**src/hw/rtl/ath_pkg.sv**
```systemverilog
`timescale 1ns / 1ps
// Shared types and constants for the allocation tracker hash table.
// Used by ath_ctrl, ath_datapath and allocation_tracker_hash_table_top.

package ath_pkg;

  // field widths fixed by the word formats
  localparam int ADDR_W     = 48;
  localparam int SIZE_W     = 48;
  localparam int HASH_SHIFT = 12;
  localparam int HASH_W     = ADDR_W - HASH_SHIFT;
  // home slot remainder is worked out DIGIT_W bits per cycle
  localparam int DIGIT_W    = 4;
  localparam int HASH_STEPS = HASH_W / DIGIT_W;
  localparam int STEP_W     = $clog2(HASH_STEPS);

  // operation kinds
  localparam logic KIND_INSERT = 1'b0;
  localparam logic KIND_LOOKUP = 1'b1;

  typedef enum logic [1:0] {
    STAT_DONE = 2'd0,
    STAT_MISS = 2'd1,
    STAT_FULL = 2'd2
  } status_t;

  typedef struct packed {
    logic              kind;
    logic [ADDR_W-1:0] block_address;
    logic [SIZE_W-1:0] block_size;
  } in_word_t;

  typedef struct packed {
    status_t           status;
    logic [SIZE_W-1:0] found_size;
  } out_word_t;

  // one table slot as stored in the slot memory
  typedef struct packed {
    logic              used;
    logic              tomb;
    logic [ADDR_W-1:0] addr;
    logic [SIZE_W-1:0] size;
  } entry_t;

  typedef enum logic [2:0] {
    S_CLEAR,
    S_IDLE,
    S_HASH,
    S_READ,
    S_CHECK,
    S_FINISH
  } state_t;

  // controller to datapath
  typedef struct packed {
    logic clear;      // write an empty slot at the clear pointer
    logic load;       // capture the input word
    logic hash_step;  // one remainder step
    logic refuse;     // record a table-full result
    logic read_home;  // read the home slot, start the probe walk
    logic check;      // evaluate the slot just read
    logic out_load;   // move the result into the output register
  } cmd_t;

  // datapath to controller
  typedef struct packed {
    logic clear_last;
    logic hash_done;
    logic full;
    logic is_insert;
    logic probe_end;
    logic out_free;
  } sts_t;

endpackage

```
**src/hw/rtl/ath_ctrl.sv**
```systemverilog
`timescale 1ns / 1ps
// Sequencer for the allocation tracker: clear pass, hash, probe walk, result.
// Depends on ath_pkg.

module ath_ctrl (
  input  logic          clk,
  input  logic          rst_n,
  input  logic          in_valid,
  output logic          in_stall,
  input  ath_pkg::sts_t sts,
  output ath_pkg::cmd_t cmd
);

  ath_pkg::state_t state_r, state_nxt;

  // state register
  always_ff @(posedge clk) begin
    if (!rst_n) begin
      state_r <= ath_pkg::S_CLEAR;
    end else begin
      state_r <= state_nxt;
    end
  end

  // next state and commands
  always_comb begin
    state_nxt = state_r;
    cmd       = '0;
    in_stall  = 1'b1;
    unique case (state_r)
      ath_pkg::S_CLEAR: begin
        cmd.clear = 1'b1;
        if (sts.clear_last) state_nxt = ath_pkg::S_IDLE;
      end
      ath_pkg::S_IDLE: begin
        in_stall = 1'b0;
        if (in_valid) begin
          cmd.load  = 1'b1;
          state_nxt = ath_pkg::S_HASH;
        end
      end
      ath_pkg::S_HASH: begin
        cmd.hash_step = 1'b1;
        if (sts.hash_done) begin
          if (sts.is_insert && sts.full) begin
            cmd.refuse = 1'b1;
            state_nxt  = ath_pkg::S_FINISH;
          end else begin
            state_nxt = ath_pkg::S_READ;
          end
        end
      end
      ath_pkg::S_READ: begin
        cmd.read_home = 1'b1;
        state_nxt     = ath_pkg::S_CHECK;
      end
      ath_pkg::S_CHECK: begin
        cmd.check = 1'b1;
        if (sts.probe_end) state_nxt = ath_pkg::S_FINISH;
      end
      ath_pkg::S_FINISH: begin
        if (sts.out_free) begin
          cmd.out_load = 1'b1;
          state_nxt    = ath_pkg::S_IDLE;
        end
      end
      default: state_nxt = ath_pkg::S_CLEAR;
    endcase
  end

endmodule

```
**config.mk**
```make
export PLATFORM = sky130hd
export DESIGN_NAME = ath_ctrl
export DESIGN_NICKNAME = d
export VERILOG_FILES = /design/src/hw/rtl/ath_pkg.sv /design/src/hw/rtl/ath_ctrl.sv
export SDC_FILE = /design/constraint.sdc
export NUM_CORES = 1
export LEC_CHECK = 0
export BUFFER_PORTS_ARGS = -buffer_cell sky130_fd_sc_hd__buf_2
export CAP_MARGIN = 20
export CORE_AREA = 2 2 39 41
export CTS_BUF_LIST = sky130_fd_sc_hd__clkbuf_4
export DETAILED_ROUTE_END_ITERATION = 16
export DIE_AREA = 0 0 41 43
export PLACE_DENSITY = 0.52
export SYNTH_ARGS = -nofsm -noshare
export SYNTH_HDL_FRONTEND = slang
export SYNTH_SLANG_ARGS = --single-unit
export TNS_END_PERCENT = 100
```
**constraint.sdc**
```tcl
create_clock -name clk -period 1.5 [get_ports clk]
set_clock_uncertainty 0.2 [all_clocks]
set_input_delay 0.15 -clock clk [delete_from_list [all_inputs] [get_ports clk]]
set_output_delay 0.15 -clock clk [all_outputs]
set_load 0.1 [all_outputs]
```
==> metrics, run 1 <==
type of the setup path with the least slack reg -> out; Period minus WS final 1.557 ns; share of cells above drive strength 1 about three quarters; starting utilization of the core area 23.78%; flip-flop count of the largest register after layout 3; final net count 78; data arrival time at the worst-slack endpoint roughly 1.2 ns; height of the die around 43 um; port bufs 16; Vias 389; largest net degree at the start of global routing 11; Hold Violations, Final 0; Place WS roughly 0.10 ns; outcome finished, violations left; Via-to-Cell Ratio between 4 and 5; remaining antenna violation count 0; met1 Resource Use GR 14.74%; met2 global-route usage 18.75%; violated checks setup timing; routed wire length 925 um; Post-Place Cell Area 579.3 um^2; Reg clk slew, reported paths 0.04 ns; Post-Place Cells 75; Die Footprint 0.001763 mm^2; number of DRC violations after detailed-routing iteration 0 4; Critical Path Start state_r[0]; maximum vdd drop between 0.6 and 0.7 mV; CTS Root Cell sky130_fd_sc_hd__clkbuf_4; GR Overflow Total 0; launching point of the worst reg2reg path state_r[0]; r2r setup slk 0.05 ns; fraction of the cycle the final worst path needs 103.8%; type of element capturing the critical path output pin; Critical Path End cmd[3]; clk buf depth 2; global-route layer with the greatest usage met2; element type at the critical path start flop; maximum achievable frequency about 640 MHz; reg2reg end state_r[0]; proportion of synthesized chip area in sequential cells 18.25%; number of top-level pins 17; final antenna diode count 0; per-instance average area after synthesis 7.835 um^2; clock tree from TritonCTS yes; fin cells 84; Slew @ Worst Pin between 0.2 and 0.25 ns; clk_lat worst skew 0.23 ns; cell area after layout 716.9 um^2; half-perimeter wire length after detailed placement about 600 um; least setup slack across all paths after layout -0.05655 ns; final-layout setup total negative slack -0.09084 ns; drt drc 0; Leakage 0.3061 nW; weighted congestion reported at the end of routability-driven placement between 0.7 and 0.8; Yosys cell types 24; Final setup violation count 2; Total GRT Usage between 10% and 20%; width of the die 41 um; wire length of the first global-routing pass roughly 1500 um; number of register bits inferred by synthesis 3; unrepaired setup endpoints after global routing true; core area 0.001384 mm^2; number of search-and-repair iterations in the first detailed-routing pass 4; post-synthesis cell count 42; net count after synthesis 51; required time at the worst-slack endpoint 1.15 ns; registers with the highest flip-flop counts state_r (3); area growth from synthesis to final layout 117.9%; CTS H-tree depth 1; power density relative to cell area 1696 mW/mm^2; type of the tightest min-delay check in -> reg; Post-Syn Area 329.1 um^2; number of fill cells in the layout 125; Util after Layout approximately 52%; clock sink count 3; worst-case headroom to the max-slew limit between 80% and 90%; cell count of the worst reg-to-reg path 6; number of global-route vias before repair 359; Critical Path Fanout Max 6; fin. max-slew vios 0; number of core rows 14; top register by number of flip-flops state_r; antenna violations before repair 0; number of max-cap violations 0; met3 demand-to-capacity share in global routing 4.712%; wire length per cell 11.01 um; YS warnings 0; total CTS buffers 3
## critical path, cell delays in order, from the launching register on
cell and delay [ns]:
sky130_fd_sc_hd__dfxtp_4 0.36, sky130_fd_sc_hd__nor3b_4 0.19, sky130_fd_sc_hd__and4_4 0.25, sky130_fd_sc_hd__buf_12 0.17
## kinds of logic (layout without fill, tap and decap cells)
family / after synthesis / after routing / share of synthesized area, %
buf+inv: 4 / 30 / 10.27
simple gates: 25 / 25 / 49.05
mux: 1 / 1 / 3.042
compound gates: 9 / 9 / 19.39
flops: 3 / 3 / 18.25
## layer usage
metal	wire length [um]	vias to the layer above
li1	-	200
met1	406	181
met2	486	8
met3	32	0
met4	0	0
met5	0	-
## through the flow
step	hold WS [ns]	total power [mW]
floorplan	0.06745	0.6798
global placement	0.1852	0.9018
detailed placement	0.1918	0.9020
CTS	0.03942	1.163
global route	0.1194	1.283
finish	0.08089	1.216
## worst min-delay path by stage
stage | end | startpoint | slack, ns | cells past startpoint
after global placement | state_r[0] | rst_n | 0.19 | 2
after floorplan | state_r[0] | rst_n | 0.07 | 1
final | state_r[0] | sts[1] | 0.08 | 4
after CTS | state_r[0] | sts[1] | 0.04 | 4
after detailed placement | state_r[0] | rst_n | 0.19 | 2
after global routing | state_r[0] | sts[1] | 0.12 | 4
## cell type report
cell class	instances	area (um^2)	area share (%)
inverter	1	3.754	0.5236
timing repair buffer	25	289.0	40.31
sequential	3	66.31	9.250
clock buffer	4	30.03	4.188
tap	16	20.02	2.792
multi-input combinational	35	307.8	42.93
## Yosys cell counts (all sizes together)
library cell  number  area, um^2
a32oi              1       8.760
a21oi              2       13.76
o31ai              1       7.510
mux2i              1       10.01
o21ai              2       10.01
nand2              4       17.52
inv                1       3.750
nor3b              4       50.05
dfxtp              3       60.06
and2b              1       8.760
nor2b              1       8.760
o211a              1       10.01
and4               1       8.760
nor3               3       15.01
buf                3       30.03
and3b              1       8.760
nand2b             2       12.51
nor2               7       26.28
o21a               1       7.510
nand3              1       5.000
a31oi              1       6.260
## cell usage in the layout (no fill, tap or decap), types with 3 or more instances in the layout
cell / synthesis / final
sky130_fd_sc_hd__clkbuf_4: 0 / 4
sky130_fd_sc_hd__buf_12: 0 / 8
sky130_fd_sc_hd__buf_4: 1 / 3
sky130_fd_sc_hd__nand2_2: 1 / 3
sky130_fd_sc_hd__buf_2: 0 / 8
sky130_fd_sc_hd__buf_6: 2 / 5
sky130_fd_sc_hd__nor2_1: 7 / 4
## report_power, final
group	internal, mW	switching (mW)	total, mW	leakage (nW)
logic	0.385	0.524	0.908	0.262
clock network	0.118	0.0442	0.162	0.0184
registers	0.107	0.0381	0.145	0.0261
total	0.609	0.606	1.22	0.306
## repair_timing
| action | CTS | global route |
|---|---|---|
| setup endpoints to repair | 8 | 9 |
| pin swaps | 6 | 6 |
| hold endpoints to repair | 2 | 0 |
| hold buffers | 1 | 0 |
| buffers inserted | 4 | 0 |
| gates resized for setup | 10 | 8 |
Power figures use the tool's default switching activity.
==> inputs of run 2 (changes only) <==
--- a/config.mk
+++ b/config.mk
@@ -5,13 +5,14 @@
 export SDC_FILE = /design/constraint.sdc
 export NUM_CORES = 1
 export LEC_CHECK = 0
+export ABC_AREA = 1
 export BUFFER_PORTS_ARGS = -buffer_cell sky130_fd_sc_hd__buf_2
 export CAP_MARGIN = 20
 export CORE_AREA = 2 2 39 41
 export CTS_BUF_LIST = sky130_fd_sc_hd__clkbuf_4
 export DETAILED_ROUTE_END_ITERATION = 16
 export DIE_AREA = 0 0 41 43
-export PLACE_DENSITY = 0.52
+export PLACE_DENSITY = 0.5
 export SYNTH_ARGS = -nofsm -noshare
 export SYNTH_HDL_FRONTEND = slang
 export SYNTH_SLANG_ARGS = --single-unit
==> run 2 against run 1 <==
  * Worst setup slack improved by 0.013 ns
  * Sequential share of layout area increased by 0.63 points
  * Clock-buffer cell count did not move
  * The flow still finishes with violations (setup timing)
  * Hold slack improved by 0.13 ns
  * Design area increased by 0.70%
  * Synthesized area is 7.2% lower
  * First-iteration DRC count rose by 50%
  * Maximum frequency up 0.86%
  * Utilization rose by 0.36 points
  * Largest cell class is now buffers
  * Critical path depth unchanged
==> metrics, run 2 <==
width of the die 41 um (unchanged); post-synthesis cell count 54 (+29%); Die Footprint 0.001763 mm^2 (unchanged); top register by number of flip-flops state_r; unrepaired setup endpoints after global routing true; clk_lat worst skew 0.23 ns (about the same); per-instance average area after synthesis 5.654 um^2 (-28%); delay of the slowest critical-path stage 0.39 ns (+0.03 ns); YS warnings 0 (unchanged); data arrival time at the worst-slack endpoint 1.19 ns (-0.02 ns); routed wire length 825 um (-11%); number of top-level pins 17 (unchanged); number of register bits inferred by synthesis 3 (unchanged); number of global-route vias before repair 359 (unchanged); Place WS 0.09036 ns (-0.01346 ns); library cell occupying the most area in the post-synthesis netlist sky130_fd_sc_hd__dfxtp_1; area growth from synthesis to final layout 136.5%; type of the tightest min-delay check in -> reg; area share of the leading cell type in the synthesized netlist 19.67% (+1.4 points); flip-flop count of the largest register after layout 3 (unchanged); fin. max-slew vios 0 (unchanged); wire length per cell 8.594 um (-22%); final antenna diode count 0 (unchanged); leading post-synthesis cells by instance count sky130_fd_sc_hd__nand2_1, sky130_fd_sc_hd__inv_1, sky130_fd_sc_hd__nor2_1; number of max-cap violations 0 (unchanged); half-perimeter wire length after detailed placement 603.3 um (-1.2%); Total GRT Usage 10.93% (-1.5 points); type of the setup path with the least slack reg -> out; net count after synthesis 63 (+24%); required time at the worst-slack endpoint 1.15 ns (about the same); number of core rows 14 (unchanged); fraction of the cycle the final worst path needs 102.9% (-0.88 points); least setup slack across all paths after layout -0.04335 ns (+0.01321 ns); worst-case headroom to the max-slew limit 83.08% (-0.19 points); CTS H-tree depth 1 (unchanged); CTS Root Cell sky130_fd_sc_hd__clkbuf_4; share of cells above drive strength 1 58.75% (-15 points); clock sink count 3 (unchanged); largest net degree at the start of global routing 8 (-3); drt drc 0 (unchanged); leading cell types in the layout, fill and taps excluded sky130_fd_sc_hd__nand2_1, sky130_fd_sc_hd__buf_12, sky130_fd_sc_hd__buf_2; Post-Place Cells 87 (+16%); Reg clk slew, reported paths 0.04 ns (about the same); number of fill cells in the layout 133 (+6.4%); Crit-path slowest cell sky130_fd_sc_hd__dfxtp_4; antenna violations before repair 0 (unchanged); cells along the critical path inv_4, nor4_4, buf_12; Period minus WS final 1.543 ns (-0.01321 ns); GR Overflow Total 0 (unchanged); most repeated cell in the gate-level netlist after synthesis sky130_fd_sc_hd__nand2_1; number of enable flip-flop cells after synthesis 0 (unchanged); proportion of synthesized chip area in sequential cells 19.67% (+1.4 points); Final setup violation count 3 (+1); Slew @ Worst Pin 0.2519 ns (+0.002943 ns); violated checks setup timing; core area 0.001384 mm^2 (unchanged); commonest non-fill, non-tap cell in the layout sky130_fd_sc_hd__nand2_1; Hold Violations, Final 0 (unchanged); total CTS buffers 3 (unchanged); Post-Syn Area 305.3 um^2 (-7.2%); outcome finished, violations left; maximum achievable frequency 647.9 MHz (+0.86%); top flip-flop cell by instance count after synthesis sky130_fd_sc_hd__dfxtp_1; leading post-synthesis cells by cell area sky130_fd_sc_hd__dfxtp_1, sky130_fd_sc_hd__nand2_1, sky130_fd_sc_hd__inv_1, sky130_fd_sc_hd__nor2_1, sky130_fd_sc_hd__nand3_1; Yosys cell types 16 (-33%); clock tree from TritonCTS yes; clk buf depth 2 (unchanged); remaining antenna violation count 0 (unchanged); final net count 90 (+15%); height of the die 43 um (unchanged); port bufs 16 (unchanged); share of flip-flops with an asynchronous set or reset 0% (unchanged); Critical Path Fanout Max 7 (+1); type of element capturing the critical path output pin; Via-to-Cell Ratio 4.281 (-7.6%); number of search-and-repair iterations in the first detailed-routing pass 2 (-2); registers with the highest flip-flop counts state_r (3); final hold slack 0.2093 ns (+0.1285 ns); wire length of the first global-routing pass 1386 um (-5.2%); element type at the critical path start flop; weighted congestion reported at the end of routability-driven placement 0.7172 (-1.1%); starting utilization of the core area 22.06% (-1.7 points); Vias 411 (+5.7%); fin cells 96 (+14%); number of DRC violations after detailed-routing iteration 0 6 (+2)
run 2: cell count changes after synthesis, moves of 2 or more:
cell and delta:
sky130_fd_sc_hd__nand2_1 +11, sky130_fd_sc_hd__inv_1 +8, sky130_fd_sc_hd__nand3_1 +4, sky130_fd_sc_hd__nor3b_2 -4, sky130_fd_sc_hd__buf_6 -2, sky130_fd_sc_hd__inv_2 +2, sky130_fd_sc_hd__nand2b_1 -2, sky130_fd_sc_hd__nor2_1 +2
sky130_fd_sc_hd__o21ai_1 -2
run 2: path summary, 6_finish.rpt:
check | from | to | slack [ns] | depth (start not counted)
setup / recovery | state_r[0] | cmd[0] | -0.04 | 3
hold reg to reg | state_r[1] | state_r[1] | 0.45 | 3
hold / removal | in_valid | state_r[2] | 0.21 | 5
setup reg to reg | state_r[0] | state_r[0] | 0.10 | 8
run 2: logic make-up (layout without fill, tap and decap cells):
| kind of cell | count (synthesis) | count (layout) | synth area share [%] |
|---|---|---|---|
| buffers and inverters | 14 | 40 | 20.49 |
| AND/OR/NAND/NOR | 35 | 35 | 55.33 |
| flip-flops | 3 | 3 | 19.67 |
| AO/OA/AOI/OAI | 2 | 2 | 4.507 |
run 2: what timing repair did:
item                                    in CTS  in global routing
pin swaps                                    1                  3
hold endpoints to repair                     3                  0
gates cloned                                 0                  0
endpoints found under the setup margin       6                  6
gates resized for setup                      7                  6
hold buffers                                 1                  0
setup buffers                                2                  2
run 2: critical path, delay by kind of cell (launching register included):
kind / cells / cell delay (ns)
and+or+nand+nor: 1 / 0.31
buffers and inverters: 2 / 0.26
DFF: 1 / 0.39
run 2: area by class of cell:
cell class	count	area (um^2)	area share (%)
well taps	16	20.02	2.773
flip-flops and latches	3	71.32	9.879
clock buffers	4	30.03	4.159
inverters	12	58.81	8.146
repair buffers	24	286.5	39.69
multi-input cells	37	255.2	35.36
run 2: routing by layer:
metal	track usage (%)	routed length, um	part of all wire, %
met4	2.000	0	0
met3	3.141	26	3.2
met2	16.56	439	53
met1	15.06	359	44
met5	0	0	0
run 2: through the flow:
step,setup TNS (ns),cell area [um^2],util [%]
finish,-0.07575,721.9,52.17
CTS,-0.1147,674.4,48.73
global placement,0,596.8,43.13
detailed placement,0,596.8,43.13
floorplan,-1.270,376.6,-
global route,-0.2909,721.9,52.17
Power of run 2 is left out: the tool's default activity adds up to more than one toggle a clock period on the data nets, which glitch-free logic cannot reach.
==> inputs of run 3 (changes only) <==
--- a/config.mk
+++ b/config.mk
@@ -13,6 +13,7 @@
 export DETAILED_ROUTE_END_ITERATION = 16
 export DIE_AREA = 0 0 41 43
 export PLACE_DENSITY = 0.5
+export RECOVER_POWER = 50
 export SYNTH_ARGS = -nofsm -noshare
 export SYNTH_HDL_FRONTEND = slang
 export SYNTH_SLANG_ARGS = --single-unit
==> run 3 against run 2 <==
  * The run still ends with setup timing left
  * Sequential cell count unchanged
  * Maximum frequency stayed put
  * Register-to-register slack about the same
  * Non-clock buffer count unchanged
  * Design area decreased by 1.9%
  * Die area unchanged
==> metrics, run 3 (synthesized netlist as in run 2, its figures left out) <==
outcome finished, violations left; violated checks setup timing; number of search-and-repair iterations in the first detailed-routing pass 2 (unchanged); Vias 411 (unchanged); Final setup violation count 3 (unchanged); number of fill cells in the layout 134 (+0.75%); fraction of the cycle the final worst path needs 102.9% (unchanged); Crit-path slowest cell sky130_fd_sc_hd__dfxtp_4; largest net degree at the start of global routing 8 (unchanged); cells along the critical path inv_4, nor4_4, buf_12; clock tree from TritonCTS yes; CTS Root Cell sky130_fd_sc_hd__clkbuf_4; Period minus WS final 1.543 ns (unchanged); final net count 90 (unchanged); Post-Place Cell Area 596.8 um^2 (unchanged); Slew @ Worst Pin 0.2519 ns (unchanged); worst-case headroom to the max-slew limit 83.08% (unchanged); number of DRC violations after detailed-routing iteration 0 6 (unchanged); number of core rows 14 (unchanged); clk_lat worst skew 0.23 ns (about the same); number of global-route vias before repair 359 (unchanged); drt drc 0 (unchanged); final antenna diode count 0 (unchanged); width of the die 41 um (unchanged); Total GRT Usage 10.93% (unchanged); leading cell types in the layout, fill and taps excluded sky130_fd_sc_hd__nand2_1, sky130_fd_sc_hd__buf_2, sky130_fd_sc_hd__nor2_1, sky130_fd_sc_hd__inv_1, sky130_fd_sc_hd__buf_12; top register by number of flip-flops state_r; antenna violations before repair 0 (unchanged); port bufs 16 (unchanged); maximum achievable frequency 647.9 MHz (unchanged); Reg clk slew, reported paths 0.04 ns (about the same); half-perimeter wire length after detailed placement 603.3 um (unchanged); number of max-cap violations 0 (unchanged); commonest non-fill, non-tap cell in the layout sky130_fd_sc_hd__nand2_1; area growth from synthesis to final layout 132.0%; required time at the worst-slack endpoint 1.15 ns (about the same); total CTS buffers 3 (unchanged); height of the die 43 um (unchanged); Buf+Inv Stages, Crit Path 2 (unchanged); least setup slack across all paths after layout -0.04335 ns (unchanged); core area 0.001384 mm^2 (unchanged); routed wire length 830 um (+0.61%); Via-to-Cell Ratio 4.281 (unchanged); final-layout setup total negative slack -0.06863 ns (+0.007123 ns); Critical Path Fanout Max 7 (unchanged); cell area after layout 708.2 um^2 (-1.9%); starting utilization of the core area 22.06% (unchanged); element type at the critical path start flop; registers with the highest flip-flop counts state_r (3); Place WS 0.09036 ns (unchanged); number of top-level pins 17 (unchanged); data arrival time at the worst-slack endpoint 1.19 ns (about the same); wire length per cell 8.646 um (+0.61%); type of the setup path with the least slack reg -> out; unrepaired setup endpoints after global routing true; GR Overflow Total 0 (unchanged); clock sink count 3 (unchanged); Die Footprint 0.001763 mm^2 (unchanged); type of the tightest min-delay check in -> reg; wire length of the first global-routing pass 1386 um (unchanged); remaining antenna violation count 0 (unchanged); Post-Place Cells 87 (unchanged); flip-flop count of the largest register after layout 3 (unchanged); Hold Violations, Final 0 (unchanged); Crit path max-delay family flip-flops; share of cells above drive strength 1 58.75% (unchanged); clk buf depth 2 (unchanged); fin cells 96 (unchanged); CTS H-tree depth 1 (unchanged); fin. max-slew vios 0 (unchanged); weighted congestion reported at the end of routability-driven placement 0.7172 (unchanged); type of element capturing the critical path output pin; delay of the slowest critical-path stage 0.39 ns (about the same)
[run 3: cell types whose count changed in the layout (fill, tap and decap cells not counted)]
cell	before	now
sky130_fd_sc_hd__buf_6	3	4
sky130_fd_sc_hd__buf_8	0	1
sky130_fd_sc_hd__buf_12	9	7
[run 3: final timing paths]
path | startpoint | endpoint | slack (ns) | cells past startpoint
worst max-delay path | state_r[0] | cmd[0] | -0.04 | 3
worst min-delay path | in_valid | state_r[2] | 0.21 | 5
worst max register to register | state_r[0] | state_r[0] | 0.10 | 8
worst min register to register | state_r[1] | state_r[1] | 0.45 | 3
[run 3: repair_timing]
item | CTS | global route
hold endpoints to repair | 3 | 0
setup endpoints to repair | 6 | 6
setup buffers | 2 | 2
resized for setup | 7 | 6
pin swaps | 1 | 3
hold buffers | 1 | 0
[run 3: worst min-delay path: cells and delay by family]
family                 cells  cell delay, ns
and+or+nand+nor            3            0.18
AOI/OAI and AO/OA          1            0.17
buffers and inverters      1            0.11
[run 3: per-stage QoR]
| step | hold WS [ns] | utilization [%] |
|---|---|---|
| floorplan | 0.06299 | - |
| global placement | 0.1966 | 43.13 |
| detailed placement | 0.2014 | 43.13 |
| CTS | 0.2082 | 48.73 |
| global route | 0.2421 | 51.18 |
| finish | 0.2093 | 51.18 |
[run 3: routing by layer]
| layer | wire length (um) | up-vias | share of wire [%] | GRT usage, % |
|---|---|---|---|---|
| met5 | 0 | - | 0 | 0 |
| met4 | 0 | 0 | 0 | 2.000 |
| li1 | - | 217 | - | - |
| met1 | 364 | 188 | 44 | 15.06 |
| met3 | 26 | 0 | 3.1 | 3.141 |
| met2 | 439 | 6 | 53 | 16.56 |
[run 3: layout make-up]
class,count,area (um^2),area share (%)
Clock buffer,4,30.03,4.240
Inverter,12,58.81,8.304
Multi-Input combinational cell,37,255.2,36.04
Sequential cell,3,71.32,10.07
Tap cell,16,20.02,2.827
Timing Repair Buffer,24,272.8,38.52
Power of run 3 is left out for the same reason.
